## src/rtl/core/irr_pkg.sv

```systemverilog
`timescale 1ns / 1ps
// ----------------------------------------------------------------------------
// ISO-TP request reassembler package
// Shared widths, protocol constants, result codes and control bundles.
// ----------------------------------------------------------------------------
package irr_pkg;

  localparam int unsigned ID_W          = 29;
  localparam int unsigned LEN_W         = 4;
  localparam int unsigned BYTE_W        = 8;
  localparam int unsigned MSG_LEN_W     = 12;
  localparam int unsigned SEQ_W         = 4;
  localparam int unsigned FRAME_BYTES   = 8;
  localparam int unsigned MSG_BYTES_DEF = 64;
  localparam int unsigned MAX_CHUNKS    = 8;

  // protocol control information, high nibble of the first byte
  localparam logic [3:0] PCI_SF  = 4'h0;
  localparam logic [3:0] PCI_FF  = 4'h1;
  localparam logic [3:0] PCI_CF  = 4'h2;
  localparam logic [3:0] PCI_FCT = 4'h3;

  localparam logic [7:0]           FC_BYTE       = 8'h30;
  localparam logic [LEN_W-1:0]     CMD_LEN_MAX   = 4'd7;
  localparam logic [LEN_W-1:0]     FRAME_LEN_MAX = 4'd8;
  localparam logic [LEN_W-1:0]     SF_LEN_MAX    = 4'd7;
  localparam logic [LEN_W-1:0]     FF_PCI_BYTES  = 4'd2;
  localparam logic [MSG_LEN_W-1:0] FF_LEN_MIN    = 12'd8;
  localparam logic [2:0]           CF_PAY_MAX    = 3'd7;

  typedef enum logic [1:0] {
    KIND_SEND  = 2'd0,
    KIND_FREE  = 2'd1,
    KIND_CHUNK = 2'd2,
    KIND_ERROR = 2'd3
  } kind_e;

  typedef enum logic [2:0] {
    ERR_NONE     = 3'd0,
    ERR_SEQUENCE = 3'd1,
    ERR_FLOW     = 3'd2,
    ERR_LENGTH   = 3'd3,
    ERR_BUSY     = 3'd4,
    ERR_OVERFLOW = 3'd5
  } err_e;

  typedef enum logic [2:0] {
    OP_NONE    = 3'd0,
    OP_ERROR   = 3'd1,
    OP_SEQ_ERR = 3'd2,
    OP_START   = 3'd3,
    OP_FREE    = 3'd4,
    OP_SF      = 3'd5,
    OP_FF      = 3'd6,
    OP_CF      = 3'd7
  } op_e;

  typedef enum logic [2:0] {
    OUT_SEND  = 3'd0,
    OUT_FREE  = 3'd1,
    OUT_FC    = 3'd2,
    OUT_ERR   = 3'd3,
    OUT_OVF   = 3'd4,
    OUT_CHUNK = 3'd5
  } out_sel_e;

  typedef struct packed {
    logic     in_ready;
    logic     dec_latch;
    logic     wr_clr;
    logic     wr_step;
    logic     wr_en;
    logic     commit;
    logic     start_load;
    logic     busy_clr;
    logic     chunk_clr;
    logic     chunk_step;
    logic     rd_en;
    logic     out_load;
    out_sel_e out_sel;
  } cmd_t;

  typedef struct packed {
    op_e  op;
    logic wr_none;
    logic wr_last;
    logic cf_done;
    logic ovf;
    logic chunk_last;
    logic out_free;
    logic in_valid;
  } sts_t;

endpackage

```

## src/rtl/core/irr_in_if.sv

```systemverilog
`timescale 1ns / 1ps
// ----------------------------------------------------------------------------
// ISO-TP request reassembler input channel
// Valid/ready channel carrying one received frame or one start command.
// ----------------------------------------------------------------------------
interface irr_in_if import irr_pkg::*; ();

  logic              valid;
  logic              ready;
  logic              action;
  logic [ID_W-1:0]   can_id;
  logic [ID_W-1:0]   reply_id;
  logic [LEN_W-1:0]  frame_length;
  logic [BYTE_W-1:0] byte0;
  logic [BYTE_W-1:0] byte1;
  logic [BYTE_W-1:0] byte2;
  logic [BYTE_W-1:0] byte3;
  logic [BYTE_W-1:0] byte4;
  logic [BYTE_W-1:0] byte5;
  logic [BYTE_W-1:0] byte6;
  logic [BYTE_W-1:0] byte7;

  modport source (
    output valid, action, can_id, reply_id, frame_length,
    output byte0, byte1, byte2, byte3, byte4, byte5, byte6, byte7,
    input  ready
  );

  modport sink (
    input  valid, action, can_id, reply_id, frame_length,
    input  byte0, byte1, byte2, byte3, byte4, byte5, byte6, byte7,
    output ready
  );

endinterface

```

## src/rtl/core/irr_out_if.sv

```systemverilog
`timescale 1ns / 1ps
// ----------------------------------------------------------------------------
// ISO-TP request reassembler output channel
// Valid/ready channel carrying frames to send, free frames, chunks, errors.
// ----------------------------------------------------------------------------
interface irr_out_if import irr_pkg::*; ();

  logic              valid;
  logic              ready;
  logic [1:0]        kind;
  logic [ID_W-1:0]   out_id;
  logic [LEN_W-1:0]  count;
  logic [BYTE_W-1:0] out0;
  logic [BYTE_W-1:0] out1;
  logic [BYTE_W-1:0] out2;
  logic [BYTE_W-1:0] out3;
  logic [BYTE_W-1:0] out4;
  logic [BYTE_W-1:0] out5;
  logic [BYTE_W-1:0] out6;
  logic [BYTE_W-1:0] out7;
  logic              last;

  modport source (
    output valid, kind, out_id, count, last,
    output out0, out1, out2, out3, out4, out5, out6, out7,
    input  ready
  );

  modport sink (
    input  valid, kind, out_id, count, last,
    input  out0, out1, out2, out3, out4, out5, out6, out7,
    output ready
  );

endinterface

```

## src/rtl/core/irr_ctrl.sv

```systemverilog
`timescale 1ns / 1ps
// ----------------------------------------------------------------------------
// ISO-TP request reassembler controller
// One-hot sequencer: decode, byte writes, state commit, chunk reads, result emission.
// ----------------------------------------------------------------------------
module irr_ctrl import irr_pkg::*; (
  input  logic clk_i,
  input  logic rst_ni,
  input  sts_t sts_i,
  output cmd_t cmd_o
);

  typedef enum logic [8:0] {
    S_IDLE     = 9'b000000001,
    S_DECODE   = 9'b000000010,
    S_DISPATCH = 9'b000000100,
    S_WRITE    = 9'b000001000,
    S_COMMIT   = 9'b000010000,
    S_EMIT1    = 9'b000100000,
    S_EMIT2    = 9'b001000000,
    S_READ     = 9'b010000000,
    S_CHUNK    = 9'b100000000
  } state_e;

  state_e state_q, state_d;

  always_ff @(posedge clk_i or negedge rst_ni) begin
    if (!rst_ni) begin
      state_q <= S_IDLE;
    end else begin
      state_q <= state_d;
    end
  end

  always_comb begin
    cmd_o   = '0;
    cmd_o.out_sel = OUT_ERR;
    state_d = state_q;
    case (state_q)
      S_IDLE: begin
        cmd_o.in_ready = 1'b1;
        if (sts_i.in_valid) begin
          state_d = S_DECODE;
        end
      end
      S_DECODE: begin
        cmd_o.dec_latch = 1'b1;
        cmd_o.wr_clr    = 1'b1;
        state_d         = S_DISPATCH;
      end
      S_DISPATCH: begin
        case (sts_i.op)
          OP_NONE: state_d = S_IDLE;
          OP_SF, OP_FF, OP_CF: state_d = sts_i.wr_none ? S_COMMIT : S_WRITE;
          default: state_d = S_EMIT1;
        endcase
      end
      S_WRITE: begin
        cmd_o.wr_en = 1'b1;
        if (sts_i.wr_last) begin
          state_d = S_COMMIT;
        end else begin
          cmd_o.wr_step = 1'b1;
        end
      end
      S_COMMIT: begin
        cmd_o.commit    = 1'b1;
        cmd_o.chunk_clr = 1'b1;
        case (sts_i.op)
          OP_FF:   state_d = S_EMIT1;
          OP_CF:   state_d = sts_i.cf_done ? S_READ : S_IDLE;
          default: state_d = S_READ;
        endcase
      end
      S_EMIT1: begin
        case (sts_i.op)
          OP_START: cmd_o.out_sel = OUT_SEND;
          OP_FREE:  cmd_o.out_sel = OUT_FREE;
          OP_FF:    cmd_o.out_sel = OUT_FC;
          default:  cmd_o.out_sel = OUT_ERR;
        endcase
        if (sts_i.out_free) begin
          cmd_o.out_load   = 1'b1;
          cmd_o.start_load = (sts_i.op == OP_START);
          // a sequence error ends the transaction
          cmd_o.busy_clr   = (sts_i.op == OP_SEQ_ERR);
          state_d = (sts_i.op == OP_FF && sts_i.ovf) ? S_EMIT2 : S_IDLE;
        end
      end
      S_EMIT2: begin
        cmd_o.out_sel = OUT_OVF;
        if (sts_i.out_free) begin
          cmd_o.out_load = 1'b1;
          state_d        = S_IDLE;
        end
      end
      S_READ: begin
        cmd_o.rd_en = 1'b1;
        state_d     = S_CHUNK;
      end
      S_CHUNK: begin
        cmd_o.out_sel = OUT_CHUNK;
        if (sts_i.out_free) begin
          cmd_o.out_load = 1'b1;
          if (sts_i.chunk_last) begin
            cmd_o.busy_clr = 1'b1;
            state_d        = S_IDLE;
          end else begin
            cmd_o.chunk_step = 1'b1;
            state_d          = S_READ;
          end
        end
      end
      default: state_d = S_IDLE;
    endcase
  end

endmodule

```

## src/rtl/core/irr_dp.sv

```systemverilog
`timescale 1ns / 1ps
// ----------------------------------------------------------------------------
// ISO-TP request reassembler datapath
// Input capture, frame decode, transaction state, message store, result register.
// ----------------------------------------------------------------------------
module irr_dp import irr_pkg::*; #(
  parameter int unsigned MSG_BYTES = MSG_BYTES_DEF
) (
  input  logic clk_i,
  input  logic rst_ni,
  input  cmd_t cmd_i,
  output sts_t sts_o,
  irr_in_if.sink    in_i,
  irr_out_if.source out_o
);

  localparam int unsigned ROWS  = (MSG_BYTES + 7) / 8;
  localparam int unsigned ROW_W = (ROWS > 1) ? $clog2(ROWS) : 1;
  localparam int unsigned CAP   = (MSG_BYTES < MAX_CHUNKS * 8) ? MSG_BYTES : MAX_CHUNKS * 8;
  localparam logic [MSG_LEN_W-1:0] MSG_LIMIT = MSG_LEN_W'(MSG_BYTES);
  localparam logic [MSG_LEN_W-1:0] CAP_LEN   = MSG_LEN_W'(CAP);

  typedef struct packed {
    op_e                  op;
    err_e                 code;
    logic [2:0]           wr_total;
    logic [1:0]           src;
    logic [MSG_LEN_W-1:0] base;
    logic [MSG_LEN_W-1:0] new_len;
    logic [SEQ_W-1:0]     seq;
    logic                 cf_done;
    logic                 ovf;
  } dec_t;

  // captured item
  logic                 act_q;
  logic [ID_W-1:0]      id_q;
  logic [ID_W-1:0]      rid_q;
  logic [LEN_W-1:0]     len_q;
  logic [BYTE_W-1:0]    d_q [FRAME_BYTES];

  // transaction state
  logic                 busy_q;
  logic [ID_W-1:0]      send_id_q;
  logic [ID_W-1:0]      expect_id_q;
  logic [MSG_LEN_W-1:0] msg_len_q;
  logic [MSG_LEN_W-1:0] fill_q;
  logic [SEQ_W-1:0]     last_seq_q;

  dec_t                 dec, dec_q;
  logic [2:0]           wr_cnt_q;
  logic [2:0]           chunk_q;

  logic [BYTE_W-1:0]    mem_q [ROWS][FRAME_BYTES];
  logic [BYTE_W-1:0]    rd_q  [FRAME_BYTES];

  logic                 in_fire;
  assign in_i.ready = cmd_i.in_ready;
  assign in_fire    = in_i.valid & in_i.ready;

  always_ff @(posedge clk_i) begin
    if (in_fire) begin
      act_q  <= in_i.action;
      id_q   <= in_i.can_id;
      rid_q  <= in_i.reply_id;
      len_q  <= in_i.frame_length;
      d_q[0] <= in_i.byte0;
      d_q[1] <= in_i.byte1;
      d_q[2] <= in_i.byte2;
      d_q[3] <= in_i.byte3;
      d_q[4] <= in_i.byte4;
      d_q[5] <= in_i.byte5;
      d_q[6] <= in_i.byte6;
      d_q[7] <= in_i.byte7;
    end
  end

  // --------------------------------------------------------------------------
  // Decode
  // --------------------------------------------------------------------------
  logic [3:0]           pci_hi, pci_lo;
  logic [MSG_LEN_W-1:0] ff_len, cf_rem;
  logic [2:0]           cf_pay;
  logic [LEN_W-1:0]     cf_need;
  logic [LEN_W:0]       sf_need;

  assign pci_hi  = d_q[0][7:4];
  assign pci_lo  = d_q[0][3:0];
  assign ff_len  = {pci_lo, d_q[1]};
  assign cf_rem  = msg_len_q - fill_q;
  assign cf_pay  = (cf_rem > MSG_LEN_W'(CF_PAY_MAX)) ? CF_PAY_MAX : cf_rem[2:0];
  assign cf_need = LEN_W'(cf_pay) + LEN_W'(1);
  assign sf_need = (LEN_W+1)'(pci_lo) + (LEN_W+1)'(1);

  always_comb begin
    dec          = '0;
    dec.op       = OP_NONE;
    dec.code     = ERR_NONE;
    dec.seq      = pci_lo;
    dec.cf_done  = ((fill_q + MSG_LEN_W'(cf_pay)) == msg_len_q);
    dec.ovf      = (ff_len > MSG_LIMIT);
    if (act_q) begin
      if (busy_q) begin
        dec.op   = OP_ERROR;
        dec.code = ERR_BUSY;
      end else if (len_q > CMD_LEN_MAX) begin
        dec.op   = OP_ERROR;
        dec.code = ERR_LENGTH;
      end else begin
        dec.op = OP_START;
      end
    end else if (len_q > FRAME_LEN_MAX) begin
      dec.op   = OP_ERROR;
      dec.code = ERR_LENGTH;
    end else if (!busy_q) begin
      dec.op = OP_FREE;
    end else if (id_q == expect_id_q) begin
      case (pci_hi)
        PCI_SF: begin
          if (pci_lo == '0 || pci_lo > SF_LEN_MAX || sf_need > (LEN_W+1)'(len_q)) begin
            dec.op   = OP_ERROR;
            dec.code = ERR_LENGTH;
          end else begin
            dec.op       = OP_SF;
            dec.wr_total = pci_lo[2:0];
            dec.src      = 2'd1;
            dec.new_len  = MSG_LEN_W'(pci_lo);
          end
        end
        PCI_FF: begin
          if (len_q < FF_PCI_BYTES || ff_len < FF_LEN_MIN) begin
            dec.op   = OP_ERROR;
            dec.code = ERR_LENGTH;
          end else begin
            dec.op       = OP_FF;
            dec.wr_total = 3'(len_q - FF_PCI_BYTES);
            dec.src      = 2'd2;
            dec.new_len  = ff_len;
          end
        end
        PCI_CF: begin
          // ignore unless a first frame has opened a message that is not yet complete
          if (msg_len_q != '0 && fill_q < msg_len_q) begin
            if (pci_lo != last_seq_q + SEQ_W'(1)) begin
              dec.op   = OP_SEQ_ERR;
              dec.code = ERR_SEQUENCE;
            end else if (len_q < cf_need) begin
              dec.op   = OP_ERROR;
              dec.code = ERR_LENGTH;
            end else begin
              dec.op       = OP_CF;
              dec.wr_total = cf_pay;
              dec.src      = 2'd1;
              dec.base     = fill_q;
            end
          end
        end
        PCI_FCT: begin
          dec.op   = OP_ERROR;
          dec.code = ERR_FLOW;
        end
        default: dec.op = OP_NONE;
      endcase
    end
  end

  always_ff @(posedge clk_i) begin
    if (cmd_i.dec_latch) begin
      dec_q <= dec;
    end
  end

  // --------------------------------------------------------------------------
  // Transaction state
  // --------------------------------------------------------------------------
  always_ff @(posedge clk_i or negedge rst_ni) begin
    if (!rst_ni) begin
      busy_q      <= 1'b0;
      send_id_q   <= '0;
      expect_id_q <= '0;
      msg_len_q   <= '0;
      fill_q      <= '0;
      last_seq_q  <= '0;
    end else begin
      if (cmd_i.start_load) begin
        busy_q      <= 1'b1;
        send_id_q   <= id_q;
        expect_id_q <= rid_q;
        msg_len_q   <= '0;
        fill_q      <= '0;
        last_seq_q  <= '0;
      end
      if (cmd_i.commit) begin
        case (dec_q.op)
          OP_SF: begin
            msg_len_q <= dec_q.new_len;
            fill_q    <= dec_q.new_len;
          end
          OP_FF: begin
            msg_len_q  <= dec_q.new_len;
            fill_q     <= MSG_LEN_W'(dec_q.wr_total);
            last_seq_q <= '0;
          end
          OP_CF: begin
            fill_q     <= fill_q + MSG_LEN_W'(dec_q.wr_total);
            last_seq_q <= dec_q.seq;
          end
          default: ;
        endcase
      end
      if (cmd_i.busy_clr) begin
        busy_q <= 1'b0;
      end
    end
  end

  // --------------------------------------------------------------------------
  // Message store: byte writes, one 8-byte row read per chunk
  // --------------------------------------------------------------------------
  logic [MSG_LEN_W-1:0] wr_addr;
  logic [2:0]           wr_src;
  logic [ROW_W-1:0]     wr_row, rd_row;

  assign wr_addr = dec_q.base + MSG_LEN_W'(wr_cnt_q);
  assign wr_src  = 3'(dec_q.src) + wr_cnt_q;
  assign wr_row  = ROW_W'(wr_addr[MSG_LEN_W-1:3]);
  assign rd_row  = ROW_W'(chunk_q);

  always_ff @(posedge clk_i or negedge rst_ni) begin
    if (!rst_ni) begin
      wr_cnt_q <= '0;
      chunk_q  <= '0;
    end else begin
      if (cmd_i.wr_clr) begin
        wr_cnt_q <= '0;
      end else if (cmd_i.wr_step) begin
        wr_cnt_q <= wr_cnt_q + 3'd1;
      end
      if (cmd_i.chunk_clr) begin
        chunk_q <= '0;
      end else if (cmd_i.chunk_step) begin
        chunk_q <= chunk_q + 3'd1;
      end
    end
  end

  // drop bytes past the end of the store
  always_ff @(posedge clk_i) begin
    if (cmd_i.wr_en && wr_addr < MSG_LIMIT) begin
      mem_q[wr_row][wr_addr[2:0]] <= d_q[wr_src];
    end
  end

  always_ff @(posedge clk_i) begin
    if (cmd_i.rd_en) begin
      rd_q <= mem_q[rd_row];
    end
  end

  logic [6:0]       total_len, chunk_rem;
  logic [LEN_W-1:0] chunk_cnt;
  logic             chunk_last;

  assign total_len  = (msg_len_q > CAP_LEN) ? 7'(CAP) : msg_len_q[6:0];
  assign chunk_rem  = total_len - {1'b0, chunk_q, 3'b000};
  assign chunk_last = (chunk_rem <= 7'd8);
  assign chunk_cnt  = chunk_last ? chunk_rem[LEN_W-1:0] : LEN_W'(FRAME_BYTES);

  // --------------------------------------------------------------------------
  // Result register
  // --------------------------------------------------------------------------
  logic              out_valid_q;
  kind_e             out_kind_q, okind;
  logic [ID_W-1:0]   out_id_q, oid;
  logic [LEN_W-1:0]  out_cnt_q, ocnt;
  logic              out_last_q, olast;
  logic [BYTE_W-1:0] out_b_q [FRAME_BYTES];
  logic [BYTE_W-1:0] ob      [FRAME_BYTES];
  logic              out_free;

  assign out_free = !out_valid_q || out_o.ready;

  always_comb begin
    okind = KIND_ERROR;
    oid   = '0;
    ocnt  = '0;
    olast = 1'b0;
    for (int i = 0; i < FRAME_BYTES; i++) begin
      ob[i] = '0;
    end
    case (cmd_i.out_sel)
      OUT_SEND: begin
        okind = KIND_SEND;
        oid   = id_q;
        ocnt  = LEN_W'(FRAME_BYTES);
        ob[0] = BYTE_W'(len_q);
        for (int i = 1; i < FRAME_BYTES; i++) begin
          ob[i] = (LEN_W'(i - 1) < len_q) ? d_q[i-1] : '0;
        end
      end
      OUT_FREE: begin
        okind = KIND_FREE;
        oid   = id_q;
        ocnt  = len_q;
        for (int i = 0; i < FRAME_BYTES; i++) begin
          ob[i] = (LEN_W'(i) < len_q) ? d_q[i] : '0;
        end
      end
      OUT_FC: begin
        okind = KIND_SEND;
        oid   = send_id_q;
        ocnt  = LEN_W'(FRAME_BYTES);
        ob[0] = FC_BYTE;
      end
      OUT_ERR: begin
        ob[0] = BYTE_W'(dec_q.code);
      end
      OUT_OVF: begin
        ob[0] = BYTE_W'(ERR_OVERFLOW);
      end
      OUT_CHUNK: begin
        okind = KIND_CHUNK;
        ocnt  = chunk_cnt;
        olast = chunk_last;
        for (int i = 0; i < FRAME_BYTES; i++) begin
          ob[i] = (LEN_W'(i) < chunk_cnt) ? rd_q[i] : '0;
        end
      end
      default: ;
    endcase
  end

  always_ff @(posedge clk_i or negedge rst_ni) begin
    if (!rst_ni) begin
      out_valid_q <= 1'b0;
    end else if (cmd_i.out_load) begin
      out_valid_q <= 1'b1;
    end else if (out_o.ready) begin
      out_valid_q <= 1'b0;
    end
  end

  always_ff @(posedge clk_i) begin
    if (cmd_i.out_load) begin
      out_kind_q <= okind;
      out_id_q   <= oid;
      out_cnt_q  <= ocnt;
      out_last_q <= olast;
      out_b_q    <= ob;
    end
  end

  assign out_o.valid  = out_valid_q;
  assign out_o.kind   = out_kind_q;
  assign out_o.out_id = out_id_q;
  assign out_o.count  = out_cnt_q;
  assign out_o.last   = out_last_q;
  assign out_o.out0   = out_b_q[0];
  assign out_o.out1   = out_b_q[1];
  assign out_o.out2   = out_b_q[2];
  assign out_o.out3   = out_b_q[3];
  assign out_o.out4   = out_b_q[4];
  assign out_o.out5   = out_b_q[5];
  assign out_o.out6   = out_b_q[6];
  assign out_o.out7   = out_b_q[7];

  assign sts_o.op         = dec_q.op;
  assign sts_o.wr_none    = (dec_q.wr_total == '0);
  assign sts_o.wr_last    = (wr_cnt_q == dec_q.wr_total - 3'd1);
  assign sts_o.cf_done    = dec_q.cf_done;
  assign sts_o.ovf        = dec_q.ovf;
  assign sts_o.chunk_last = chunk_last;
  assign sts_o.out_free   = out_free;
  assign sts_o.in_valid   = in_i.valid;

endmodule

```

## src/rtl/core/isotp_request_reassembler_unit.sv

```systemverilog
`timescale 1ns / 1ps
// Sequence: an accepted item is captured, decoded and dispatched; an error, free frame
//   or send frame is then loaded into the output register, and a flow-control frame
//   follows the payload byte writes and the commit. When a message completes, chunks
//   follow the commit, each a row read and then a load into the output register.
// Items: one at a time, accepted only in the idle state; output stalls hold the controller.
// Reset: controller, counters and transaction state clear; message store is not cleared.
// ----------------------------------------------------------------------------
// ISO-TP request reassembler
// Sends single-frame requests and reassembles reply messages into chunks.
// ----------------------------------------------------------------------------
module isotp_request_reassembler_unit import irr_pkg::*; #(
  parameter int unsigned MSG_BYTES = MSG_BYTES_DEF
) (
  input  logic      clk_i,
  input  logic      rst_ni,
  irr_in_if.sink    in_i,
  irr_out_if.source out_o
);

  cmd_t cmd;
  sts_t sts;

  irr_ctrl u_ctrl (
    .clk_i  (clk_i),
    .rst_ni (rst_ni),
    .sts_i  (sts),
    .cmd_o  (cmd)
  );

  irr_dp #(
    .MSG_BYTES (MSG_BYTES)
  ) u_dp (
    .clk_i  (clk_i),
    .rst_ni (rst_ni),
    .cmd_i  (cmd),
    .sts_o  (sts),
    .in_i   (in_i),
    .out_o  (out_o)
  );

  // one input item in progress at a time
  a_single_item: assert property (@(posedge clk_i) disable iff (!rst_ni)
    (in_i.valid && in_i.ready) |=> !in_i.ready)
    else $error("input accepted while previous item still in progress");

  a_load_free: assert property (@(posedge clk_i) disable iff (!rst_ni)
    cmd.out_load |-> sts.out_free)
    else $error("result register overwritten before being taken");

  a_last_chunk: assert property (@(posedge clk_i) disable iff (!rst_ni)
    (out_o.valid && out_o.last) |-> (out_o.kind == KIND_CHUNK))
    else $error("last flag on a result that is not a chunk");

  a_chunk_count: assert property (@(posedge clk_i) disable iff (!rst_ni)
    (out_o.valid && out_o.kind == KIND_CHUNK) |->
      (out_o.count != '0 && out_o.count <= FRAME_LEN_MAX))
    else $error("chunk byte count out of range");

endmodule
```

## src/flat_wrapper.sv

```systemverilog
// flat-port wrapper written by rule: the top's interface ports become plain ports
module isotp_request_reassembler_unit_flat import irr_pkg::*;
#(
  parameter int unsigned MSG_BYTES = MSG_BYTES_DEF
)
  (clk_i, rst_ni, in_i_valid, in_i_action, in_i_can_id, in_i_reply_id, in_i_frame_length, in_i_byte0, in_i_byte1, in_i_byte2, in_i_byte3, in_i_byte4, in_i_byte5, in_i_byte6, in_i_byte7, in_i_ready, out_o_valid, out_o_kind, out_o_out_id, out_o_count, out_o_last, out_o_out0, out_o_out1, out_o_out2, out_o_out3, out_o_out4, out_o_out5, out_o_out6, out_o_out7, out_o_ready);
  irr_in_if in_i_i ();
  irr_out_if out_o_i ();
  input  logic clk_i;
  input  logic rst_ni;
  input wire logic [$bits(in_i_i.valid)-1:0] in_i_valid;
  input wire logic [$bits(in_i_i.action)-1:0] in_i_action;
  input wire logic [$bits(in_i_i.can_id)-1:0] in_i_can_id;
  input wire logic [$bits(in_i_i.reply_id)-1:0] in_i_reply_id;
  input wire logic [$bits(in_i_i.frame_length)-1:0] in_i_frame_length;
  input wire logic [$bits(in_i_i.byte0)-1:0] in_i_byte0;
  input wire logic [$bits(in_i_i.byte1)-1:0] in_i_byte1;
  input wire logic [$bits(in_i_i.byte2)-1:0] in_i_byte2;
  input wire logic [$bits(in_i_i.byte3)-1:0] in_i_byte3;
  input wire logic [$bits(in_i_i.byte4)-1:0] in_i_byte4;
  input wire logic [$bits(in_i_i.byte5)-1:0] in_i_byte5;
  input wire logic [$bits(in_i_i.byte6)-1:0] in_i_byte6;
  input wire logic [$bits(in_i_i.byte7)-1:0] in_i_byte7;
  output wire logic [$bits(in_i_i.ready)-1:0] in_i_ready;
  output wire logic [$bits(out_o_i.valid)-1:0] out_o_valid;
  output wire logic [$bits(out_o_i.kind)-1:0] out_o_kind;
  output wire logic [$bits(out_o_i.out_id)-1:0] out_o_out_id;
  output wire logic [$bits(out_o_i.count)-1:0] out_o_count;
  output wire logic [$bits(out_o_i.last)-1:0] out_o_last;
  output wire logic [$bits(out_o_i.out0)-1:0] out_o_out0;
  output wire logic [$bits(out_o_i.out1)-1:0] out_o_out1;
  output wire logic [$bits(out_o_i.out2)-1:0] out_o_out2;
  output wire logic [$bits(out_o_i.out3)-1:0] out_o_out3;
  output wire logic [$bits(out_o_i.out4)-1:0] out_o_out4;
  output wire logic [$bits(out_o_i.out5)-1:0] out_o_out5;
  output wire logic [$bits(out_o_i.out6)-1:0] out_o_out6;
  output wire logic [$bits(out_o_i.out7)-1:0] out_o_out7;
  input wire logic [$bits(out_o_i.ready)-1:0] out_o_ready;
  assign in_i_i.valid = in_i_valid;
  assign in_i_i.action = in_i_action;
  assign in_i_i.can_id = in_i_can_id;
  assign in_i_i.reply_id = in_i_reply_id;
  assign in_i_i.frame_length = in_i_frame_length;
  assign in_i_i.byte0 = in_i_byte0;
  assign in_i_i.byte1 = in_i_byte1;
  assign in_i_i.byte2 = in_i_byte2;
  assign in_i_i.byte3 = in_i_byte3;
  assign in_i_i.byte4 = in_i_byte4;
  assign in_i_i.byte5 = in_i_byte5;
  assign in_i_i.byte6 = in_i_byte6;
  assign in_i_i.byte7 = in_i_byte7;
  assign in_i_ready = in_i_i.ready;
  assign out_o_valid = out_o_i.valid;
  assign out_o_kind = out_o_i.kind;
  assign out_o_out_id = out_o_i.out_id;
  assign out_o_count = out_o_i.count;
  assign out_o_last = out_o_i.last;
  assign out_o_out0 = out_o_i.out0;
  assign out_o_out1 = out_o_i.out1;
  assign out_o_out2 = out_o_i.out2;
  assign out_o_out3 = out_o_i.out3;
  assign out_o_out4 = out_o_i.out4;
  assign out_o_out5 = out_o_i.out5;
  assign out_o_out6 = out_o_i.out6;
  assign out_o_out7 = out_o_i.out7;
  assign out_o_i.ready = out_o_ready;
  isotp_request_reassembler_unit #(.MSG_BYTES(MSG_BYTES)) u_core (.clk_i(clk_i), .rst_ni(rst_ni), .in_i(in_i_i), .out_o(out_o_i));
endmodule
```

## config.mk

```make
export PLATFORM = sky130hd
export DESIGN_NAME = isotp_request_reassembler_unit_flat
export DESIGN_NICKNAME = d
export VERILOG_FILES = /design/src/rtl/core/irr_pkg.sv /design/src/rtl/core/irr_in_if.sv /design/src/rtl/core/irr_out_if.sv /design/src/rtl/core/irr_ctrl.sv /design/src/rtl/core/irr_dp.sv /design/src/rtl/core/isotp_request_reassembler_unit.sv /design/src/flat_wrapper.sv
export SDC_FILE = /design/constraint.sdc
export NUM_CORES = 1
export LEC_CHECK = 0
export BUFFER_PORTS_ARGS = -buffer_cell sky130_fd_sc_hd__buf_4
export CORE_ASPECT_RATIO = 0.5
export CORE_MARGIN = 1.5
export CORE_UTILIZATION = 45
export CTS_BUF_LIST = sky130_fd_sc_hd__clkbuf_8
export DETAILED_ROUTE_END_ITERATION = 12
export GPL_TIMING_DRIVEN = 0
export PLACE_DENSITY = 0.7
export SLEW_MARGIN = 20
export SYNTH_ARGS = -nofsm -noshare
export SYNTH_HDL_FRONTEND = slang
export SYNTH_SLANG_ARGS = --single-unit
```

## constraint.sdc

```tcl
create_clock -name clk_i -period 6 [get_ports clk_i]
set_clock_uncertainty 0.15 [all_clocks]
set_input_delay 0.3 -clock clk_i [delete_from_list [all_inputs] [get_ports clk_i]]
set_output_delay 0.3 -clock clk_i [all_outputs]
set_load 0.01 [all_outputs]
```

---- Word-level counts from Yosys, hierarchy flattened ----
Memories as Yosys holds them, arrays and structs flattened. A register that Yosys moved wholly into a read port is not among the register bits.
Index checks and enable logic that the tools add are counted.
operators by class
  add/subtract/negate cells ............... 13
  $lt $le $gt $ge ......................... 31
  equal/unequal tests ..................... 32
  mux-type cells .......................... 103
  bitwise operators ....................... 6
  reduce and logical (&&, ||, !) cells .... 26
operators with widths
  operator                                                               number
  56-bit case mux with 3 select lines                                    1
  8-bit 2-to-1 mux                                                       19
  12-bit 2-to-1 mux                                                      7
  9-bit case mux with 9 select lines                                     1
  64-bit 2-to-1 mux                                                      1
  29-bit case mux with 2 select lines                                    1
  8-bit case mux with 6 select lines                                     1
  9-bit 2-to-1 mux                                                       5
  12-bit by 3-bit adder with 12-bit output                               3
  12-bit case mux with 3 select lines                                    1
  35-bit 2-to-1 mux                                                      1
  17-bit 2-to-1 mux                                                      2
  3-bit by 4-bit < comparator with 1-bit output, first input constant    8
  32-bit 2-to-1 mux                                                      1
  29-bit == test                                                         1
  3-bit 2-to-1 mux                                                       9
  8-bit demux with 3-bit select                                          1
  12-bit by 7-bit > comparator with 1-bit output, second input constant  2
  12-bit case mux with 2 select lines                                    1
  3-bit case mux with 4 select lines                                     2
  4-bit case mux with 3 select lines                                     2
  23-bit 2-to-1 mux                                                      1
  5-bit 2-to-1 mux                                                       4
  3-bit == test, second input constant                                   6
  other kinds (67)                                                       130
storage, ports and cells
  flip-flop bits (word level) ............. 307
  RAM bits ................................ 576
  input port bits ......................... 131
  output and inout port bits .............. 102
  word-level logic and storage cells ...... 248
  memories kept ........................... 2
memories
  memory             depth  bits a word  rd ports  clocked after memory_dff  wr ports  line          source
  u_core.u_dp.mem_q  8      64           1         1                         1         irr_dp.sv:54  logic [BYTE_W-1:0] mem_q [ROWS][FRAME_BYTES];
  u_core.u_dp.d_q    8      8            9         0                         8         irr_dp.sv:40  logic [BYTE_W-1:0] d_q [FRAME_BYTES];

---- Logic depth before layout (Yosys ltp) ----
  depth in word-level cells ............... 13
  gate-level depth with buffers ........... 21
  depth with buffers taken out ............ 20

---- Modules after synthesis ----
From an unflattened synthesis, not the netlist that was laid out.
second synthesis, totals
  cells, all modules ...................... 2421
  area total of the unflattened synthesis .. 39425.3 µm²
by module, submodules not included
  module    times used  cells each  area each (µm²)  seq. area each (µm²)
  irr_dp    1           2315        38540.7          27696.6
  irr_ctrl  1           106         884.6            226.5

---- Worst setup path after synthesis ----
No wires, ideal clock.
  path kind ............................... register -> register
  from .................................... reg u_core.u_ctrl.state_q[1]
  to ...................................... reg u_core.u_dp.out_cnt_q[0], in the netlist u_core.u_dp.out_o.count[0], enable pin
  library setup time ...................... 0.560 ns
  arrival ................................. 5.546 ns
  data required time ...................... 5.290 ns
  slack ................................... -0.256 ns
  stages on the path, launching flop included .. 6
  period minus slack after synthesis ...... 6.256 ns
  path through ............................ dfrtp_1 or4_1 buf_2 nor2_1 o211ai_1 nor2_1
RTL lines
  item                      line            source
  start: declaration        irr_ctrl.sv:25  state_e state_q, state_d;
  start signal: assignment  irr_ctrl.sv:31  state_q <= state_d;
  end signal: assignment    irr_dp.sv:347   out_cnt_q <= ocnt;
  end: declaration          irr_dp.sv:275   logic [LEN_W-1:0] out_cnt_q, ocnt;

---- Worst setup path after layout ----
  from .................................... reg u_core.u_dp.msg_len_q[0]
  to ...................................... reg u_core.u_dp.dec_q[22] (netlist name) (data pin)
between the ends
  word-level cells in the longest chain between the ends .. 6
  elaborated cells between the ends (all ways) .. 10
  those cells by class .................... 2 x add/sub; 3 x order compare; 1 x mux; 1 x bitwise; 3 x reduce/logical
ends and longest elaborated chain
  item                                            line           source
  start: declaration                              irr_dp.sv:46   logic [MSG_LEN_W-1:0] msg_len_q;
  start signal: assignment                        irr_dp.sv:196  msg_len_q <= dec_q.new_len;
  start signal: assignment                        irr_dp.sv:200  msg_len_q <= dec_q.new_len;
  12-bit subtractor                               irr_dp.sv:90   assign cf_rem = msg_len_q - fill_q;
  12-bit by 3-bit > comparator with 1-bit output  irr_dp.sv:91   assign cf_pay = (cf_rem > MSG_LEN_W'(CF_PAY_MAX)) ? CF_PAY_MAX : cf_rem[2:0];
  3-bit 2-to-1 mux                                irr_dp.sv:91
  3-bit by 1-bit adder with 4-bit output          irr_dp.sv:92   assign cf_need = LEN_W'(cf_pay) + LEN_W'(1);
  4-bit < comparator                              irr_dp.sv:147  end else if (len_q < cf_need) begin
  8-bit OR reduction (no line) (*)                --
  end signal: assignment                          irr_dp.sv:169  dec_q <= dec;
  end: declaration                                irr_dp.sv:50   dec_t dec, dec_q;
Mark *: on every way between the ends. The rest lies on a longest branch, timed or not.
A chain may end at the register's enable or synchronous reset.

==> out/results.ini <==
[routing]
vias=24887
wirelength_mm=106
ant_nets=0
routedWlPerCell_um=24.5
via_per_inst=5.73
drt_iter0_markers=2800
drc=0
first_pass_iters=8

[setup_path]
critPathLaunchType=register
max_stage_delay_ps=410
cp-end-kind=register
crit_fanout=10
cpLargestDelayFamily=simple AND/OR/NAND/NOR gates
rr_worst_depth=21
r2r_start=u_core.u_dp.msg_len_q[0]
worstPathCellList=clkbuf_4 > inv_1 > ha_1 > fa_1 > nand2b_1 > a211o_1 > a311o_1 > o211ai_1 > nand3_2 > nor4b_4 > inv_1 > ha_1 > inv_1 > ha_1 > nor4b_1 > nand2_1 > a221oi_1 > nand4_1 > o211ai_1 > buf_2 > nor3_1
crit_type=register to register
crit_slowest_cell=fa_1
path_buf_inv=5
crit_required_ps=6350
cp_num_cells=21
crit_start=u_core.u_dp.msg_len_q[0]
worstPathArrival_ps=6100

[die]
num_rows=76
die_w_um=422
die_h_um=213
io_pins=233
die-area_um2=89700
fp.coreArea_um2=86500
initial_utilization_pct=45.7

[final_layout]
drive_above_1_share_pct=20.7
fin_nets=3248
mostFrequentLayoutCells=844 x edfxtp_1, 447 x nand2_1, 236 x buf_4
syn_to_final_growth_pct=19.1
layout_commonest_cell=edfxtp_1

[clocking]
worstSkewPairLatency_ps=830
cts_tree=yes
root_buffer=clkbuf_8
cts_buffer_depth=3
cts.sinks=947
clkTransAtPathRegs_ps=60
cts.htree.levels=4
cts_made_buffers=137

[worst_hold_path]
hp-start=in_i_byte3[2]
hp-class=input port to register
min_path_cells=2

[timing]
timing.final.crit_share_pct=95.8
tightest_slew_ps=1160
finalMaxSlewViolations=0
fin_tns_setup_ps=0
setup_viol=0
max_freq_mhz=174
timing_hold_violations_final=0
fin_crit_ps=5750
maxSlewHeadroom_pct=22.4

[global_routing]
gr-total-overflow=0
grt_usage_pct=23.6
grt_max_degree=104
grt_pass1_vias=24678
antenna_found_initial=1
grt_pass1_wl_mm=155

[synth]
syn_area_um2=39500
ys_warn_count=0
ys_seq_elements=947
avgSynthCellArea_um2=15.5
postSynthCellCount=2542
async_flop_share_pct=10.9
synth-edff-count=844
synth_top_flop_cell=edfxtp_1
synth_fp_nets=2721
ys_types=88
ys_seq_area_share_pct=70.7

[placement]
place_congestion=0.924
io_buffer_count=232
hpwl_mm=70.2

[power_and_ir_drop]
power.density_nw_per_um2=396
vdd_ir_drop_max_mv=0.292
p_leak_nw=17.7
p_total_mw=18.6

[run]
maxCapViolCount=0

[run_status]
status=finished clean

-- logic make-up after synthesis --
group           Yosys count  synth area share, %
buf+inv                 170                 1.79
fa+ha+maj                48                 1.63
xor+xnor                 76                 1.68
simple gates            800                 9.04
compound gates          345                 6.66
flops                   947                 70.7
mux                     156                 8.54
-- final timing paths --
check	end	slack, ps
min in group asynchronous	u_core.u_dp.send_id_q[2]	350
min reg2reg	u_core.u_dp.expect_id_q[13]	290
max in group asynchronous	u_core.u_ctrl.state_q[0]	4620
max	u_core.u_dp.dec_q[22]	250
min	u_core.u_dp.d_q[3][2]	60
max reg2reg	u_core.u_dp.dec_q[22]	250
-- synth_stat cells (all sizes together), types with 44 or more instances --
cell type | n | area share [%]
edfxtp | 844 | 64
inv | 64 | 0.61
nand3 | 44 | 0.60
a21o | 56 | 1.1
nand2 | 448 | 4.3
nor2 | 152 | 1.5
o21ai | 67 | 0.86
mux4 | 144 | 8.2
clkbuf | 57 | 0.54
a22o | 79 | 1.8
dfrtp | 102 | 6.5
buf | 49 | 0.64
-- power breakdown --
group | internal [mW] | switching, mW
registers | 8.26 | 0.403
clock network | 2.41 | 2.57
logic | 1.70 | 3.27
-- sequential cells by signal (all words and copies together) (netlist names), 9 cells and up --
register	cells
u_core.u_dp.id_q	29
u_core.u_dp.d_q	64
u_core.u_dp.send_id_q	29
u_core.u_dp.expect_id_q	29
u_core.u_dp.msg_len_q	12
u_core.u_dp.fill_q	12
u_core.u_dp.mem_q	512
u_core.u_dp.rid_q	29
u_core.u_dp.out_o.out_id	29
u_core.u_dp.rd_q	64
u_core.u_dp.dec_q	36
u_core.u_ctrl.state_q	9
-- per-layer routing --
| metal | global-route usage, % | up-vias | routed length (um) |
|---|---|---|---|
| li1 | - | 10775 | - |
| met1 | 30.9 | 12421 | 41600 |
| met2 | 38.3 | 1417 | 50800 |
| met3 | 5.16 | 274 | 9410 |
| met4 | 10.0 | 0 | 4530 |
| met5 | 0 | - | 0 |
-- worst register-to-register path, cell delays in order (launching register included) --
cell and delay (ps):
dfrtp_1 340, clkbuf_4 250, inv_1 120, ha_1 250
fa_1 410, nand2b_1 210, a211o_1 330, a311o_1 360
o211ai_1 160, nand3_2 240, nor4b_4 360, inv_1 100
ha_1 290, inv_1 40, ha_1 180, nor4b_1 260
nand2_1 150, a221oi_1 280, nand4_1 250, o211ai_1 370
buf_2 260, nor3_1 110
-- per-stage QoR --
stage	setup slack, ps	instance area, um2	instances	hold WS, ps	utilization [%]
2_1_floorplan	245	39500	2542	-146	-
3_3_place_gp	-1930	42700	3944	279	49.4
3_5_place_dp	39.3	43000	3960	276	49.7
4_1_cts	88.4	47000	4338	0.0139	54.3
5_1_grt	-33.4	47100	4340	1.53	54.4
6_report	253	47100	4340	57.4	54.4
-- cell type report --
type | count | area, um2
fillers | 6807 | 39500
plain buffers | 103 | 458
clock inverters | 97 | 604
inverters | 64 | 243
repair buffers | 391 | 3420
multi-input cells | 1425 | 11000
well taps | 1170 | 1460
flip-flops and latches | 947 | 27900
diodes | 1 | 2.50
clock buffers | 142 | 1950
-- timing repair --
item	4_1_cts	5_1_grt
pin swaps	0	2
buffers inserted	0	2
endpoints found under the setup margin	4	20
hold buffers	139	1
gates resized for setup	2	7
hold endpoints to repair	260	30
Power figures use the tool's default switching activity.
